<file path="src/hw/rtl/mts_pkg.sv">
// Shared types and constants for the minimum-tracking stack.
package mts_pkg;

  localparam int unsigned DataW         = 32;
  localparam int unsigned EntryW        = 34;
  localparam int unsigned CountOutW     = 9;
  localparam int unsigned StackDepthDef = 256;

  typedef logic signed [DataW-1:0]  data_t;
  typedef logic signed [EntryW-1:0] entry_t;

  typedef enum logic [1:0] {
    OpPush = 2'd0,
    OpPop  = 2'd1,
    OpTop  = 2'd2,
    OpMin  = 2'd3
  } op_e;

  typedef enum logic [1:0] {
    StOk    = 2'd0,
    StEmpty = 2'd1,
    StFull  = 2'd2
  } status_e;

  typedef struct packed {
    logic push;
    logic pop;
  } shift_t;

endpackage

</file>
<file path="src/hw/rtl/mts_cell.sv">
// One stack position: takes the entry above it on a push and the one below it on a pop.
module mts_cell (
  input  logic            clk_i,
  input  mts_pkg::shift_t shift_i,
  input  mts_pkg::entry_t from_prev_i,
  input  mts_pkg::entry_t from_next_i,
  output mts_pkg::entry_t entry_o
);

  mts_pkg::entry_t entry_q;

  always_ff @(posedge clk_i) begin
    if (shift_i.push) begin
      entry_q <= from_prev_i;
    end else if (shift_i.pop) begin
      entry_q <= from_next_i;
    end
  end

  assign entry_o = entry_q;

endmodule

</file>
<file path="config.mk">
export PLATFORM = sky130hd
export DESIGN_NAME = mts_cell
export DESIGN_NICKNAME = d
export VERILOG_FILES = /design/src/hw/rtl/mts_pkg.sv /design/src/hw/rtl/mts_cell.sv
export SDC_FILE = /design/constraint.sdc
export NUM_CORES = 1
export LEC_CHECK = 0
export BUFFER_PORTS_ARGS = -buffer_cell sky130_fd_sc_hd__buf_4
export CORE_MARGIN = 8
export CORE_UTILIZATION = 45
export DETAILED_ROUTE_END_ITERATION = 10
export GPL_TIMING_DRIVEN = 0
export HOLD_SLACK_MARGIN = 0.03
export PLACE_DENSITY = 0.85
export SLEW_MARGIN = 20
export SYNTH_ARGS = -nofsm -noshare
export SYNTH_HDL_FRONTEND = slang
export SYNTH_SLANG_ARGS = --single-unit
</file>
<file path="constraint.sdc">
create_clock -name clk_i -period 5.2 [get_ports clk_i]
set_input_delay 1.04 -clock clk_i [delete_from_list [all_inputs] [get_ports clk_i]]
set_output_delay 1.04 -clock clk_i [all_outputs]
set_load 0.03 [all_outputs]
</file>
# [After elaboration in Yosys (flattened, before gate mapping)]
# Index checks and enable logic that the tools add are counted.
[totals] register_bits=34 elab_cells=4 out_inout_bits=34 in_bits=71
[op_classes] n_reduce_logical=1 muxes=2
[op_table] op="34-bit two-way mux" count=2
[op_table] op="2-bit nonzero test" count=1

# [Longest topological paths before layout]
[logic_depth] word_depth=2 depth_mapped=3 depth_no_buf=1

# [Worst setup path before layout]
# OpenSTA, ideal clock, no wires.
[synth_path] kind="input -> register" start="input port shift_i[1] (netlist name)" end="register entry_q[0] (netlist: entry_o[0]) (enable)" path_stages=3 path_buffers=2 setup_slack_ns=2.690 arrival_ns=2.117 setup_ns=0.393 cell_sequence="buf_6 -> buf_12 -> or2_1"
[synth_via] elab_chain_len=1
[synth_lines] element="from (decl)" line_no="mts_cell.sv:4" rtl="input mts_pkg::shift_t shift_i,"
[synth_lines] element="2-bit nonzero test (no source line)"
[synth_lines] element="to (signal assigned)" line_no="mts_cell.sv:14" rtl="entry_q <= from_prev_i;"
[synth_lines] element="to (signal assigned)" line_no="mts_cell.sv:16" rtl="entry_q <= from_next_i;"
[synth_lines] element="to (decl)" line_no="mts_cell.sv:10" rtl="mts_pkg::entry_t entry_q;"
# No other way between the ends.
# A chain may end at the register's enable or synchronous reset.

# [Final worst setup path]
[layout_path] start="input port shift_i[1] (netlist name)" end="register entry_q[31] (netlist: entry_o[31]) (enable)"
# Same word-level chain as after synthesis.

==> impl_metrics.ini <==
[cts]
postCtsSetupBuffers = 0
cts_sinks = 34
cts_buffer_depth = 2
post_cts_resized = 0
root_buffer = clkbuf_4
cts_max_level = 2
cts_tree = yes
cts_buffers = 5
cts.clk_slew.worst_paths_ps = 100
ctsHoldBuffers = 0

[detailed_routing]
drt_first_pass_iters = 4
wl_per_cell_um = 16.8
via_count = 1039
drt-met1-wl_um = 1220
drc_errors = 0
drt-total-wl_um = 3860
ant_nets = 0
wl_met3_um = 578
highest_layer = met4
drtIter0Drc = 41
met2_length_um = 2000
vias_per_cell = 4.52

[worst_setup_path]
crit_family = simple AND/OR/NAND/NOR gates
cp_max_fo = 34
worstPathArrival_ps = 1970
cp.required_ps = 5170
max_stage_delay_ps = 630
setup.worst_path.class = input port to flop
path_cells = buf_6 > buf_12 > or2_2
critPathBufInv = 2
slowest_stage = or2_2
worst_setup_path_start_kind = input port
cp-end-kind = flop

[placed_design]
io_buffers = 103
gp_congestion = 0.696
dp_slack_ps = 2810
postPlaceCellArea_sq_um = 2420

[logic_synthesis]
seq_area_frac_synth_pct = 64.2
syn_nets = 144
yosys-top-cells-area = edfxtp_1 (64%), mux2_4 (27%), buf_12 (3.8%), mux2_2 (3.5%), buf_6 (0.71%)
ys.flop_type = edfxtp_1
synth_cells = 73
synthDistinctLibCells = 6
synthArstFlopShare_pct = 0
synth_common_cells = edfxtp_1 (34), mux2_4 (29), mux2_2 (5)
synth-seq-cells = 34
synth.top_cell.area_share_pct = 64.2
synth_top_area_cell = edfxtp_1
synth_area_per_cell_sq_um = 21.8
synth_edf_count = 34
yosys_warnings = 0
synth_most_common_cell = edfxtp_1
syn_area_sq_um = 1590

[layout]
largest_reg_flops = 34
multi_input_area_sq_um = 498
layout.nets = 254
num-fill-cells = 233
layout.area.seq_sq_um = 1020
area_delta_synth_final_pct = 55.4
drive_above_1_share_pct = 80.4
final_area_sq_um = 2470
diodes = 0

[power]
irDropWorstVdd_mv = 0.173
p_leak_nw = 1.17
pwr_density_cell_nw_per_um2 = 275

[sta]
timing.final.crit_share_pct = 38.5
rsz0062_at_grt = no
holdWs_ps = 999
hold_viol_final = 0
fmax_mhz = 500
tightest_slew_ps = 772
finalMaxSlewViolations = 0
fin_setup_tns_ps = 0
setup_viol = 0
period_minus_slack_ps = 2000
max_slew_margin_pct = 48.6
finalWorstSetupSlack_ps = 3200

[global_route]
grt_usage_pct = 13.6
grt_pass1_vias = 1146
overflow = 0
grt_max_degree = 35
antenna_found_initial = 0
grt_pass1_wl_um = 5460

[status]
outcome = finished, final reports clean

[floorplan]
dieWidth_um = 75.4
die_area_sq_um = 5690
ios = 105
die_h_um = 75.4
coreArea_sq_um = 3360
initial_utilization_pct = 47.3
rows = 21

[hold_path]
hp-class = input port to flop

[flow_run]
cap_violations = 0
==> logic make-up (layout without fill, tap and decap cells) <==
group	Yosys count	in the layout	share of synthesized area, %
multiplexers	34	34	30.9
flip-flops	34	34	64.2
buffers and inverters	4	115	4.48
AND/OR/NAND/NOR	1	1	0.394
==> layer usage <==
metal  vias up  global-route usage (%)
met3         5                    10.1
met5         -                       0
li1        504                       -
met1       467                    12.2
met4         0                    7.04
met2        63                    22.1
==> power by group <==
part	internal, W	switching, W
Combinational	0.000102	0.0000976
Clock	0.0000507	0.0000839
Sequential	0.000336	0.00000816
==> cell usage in the layout (no fill, tap or decap) <==
cell | netlist | routed
mux2_4 | 29 | 29
buf_4 | 0 | 103
clkinv_2 | 0 | 1
clkbuf_1 | 0 | 1
clkinv_1 | 0 | 1
mux2_2 | 5 | 5
edfxtp_1 | 34 | 34
buf_12 | 3 | 3
buf_6 | 1 | 1
clkbuf_4 | 0 | 5
or2_2 | 0 | 1
==> path summary, 6_finish.rpt <==
path	start	endpoint	slack [ps]	cells after the start
max	shift_i[1]	entry_o[31]$_DFFE_PP_	3200	3
min	from_prev_i[2]	entry_o[2]$_DFFE_PP_	1000	2
==> per-stage QoR <==
step | instances | utilization, % | total power [W]
after global placement | 222 | 72.0 | 0.000550
after CTS | 230 | 73.5 | 0.000689
after global routing | 230 | 73.5 | 0.000710
after floorplan | 73 | - | 0.000461
final | 230 | 73.5 | 0.000679
after detailed placement | 222 | 72.0 | 0.000554
==> area by class of cell <==
cell class / instances / share of cell area (%)
flip-flops and latches: 34 / 41.3
repair buffers: 103 / 31.3
multi-input cells: 35 / 20.2
plain buffers: 4 / 2.89
well taps: 46 / 2.33
clock buffers: 6 / 1.67
clock inverters: 2 / 0.354
Power figures use the tool's default switching activity.
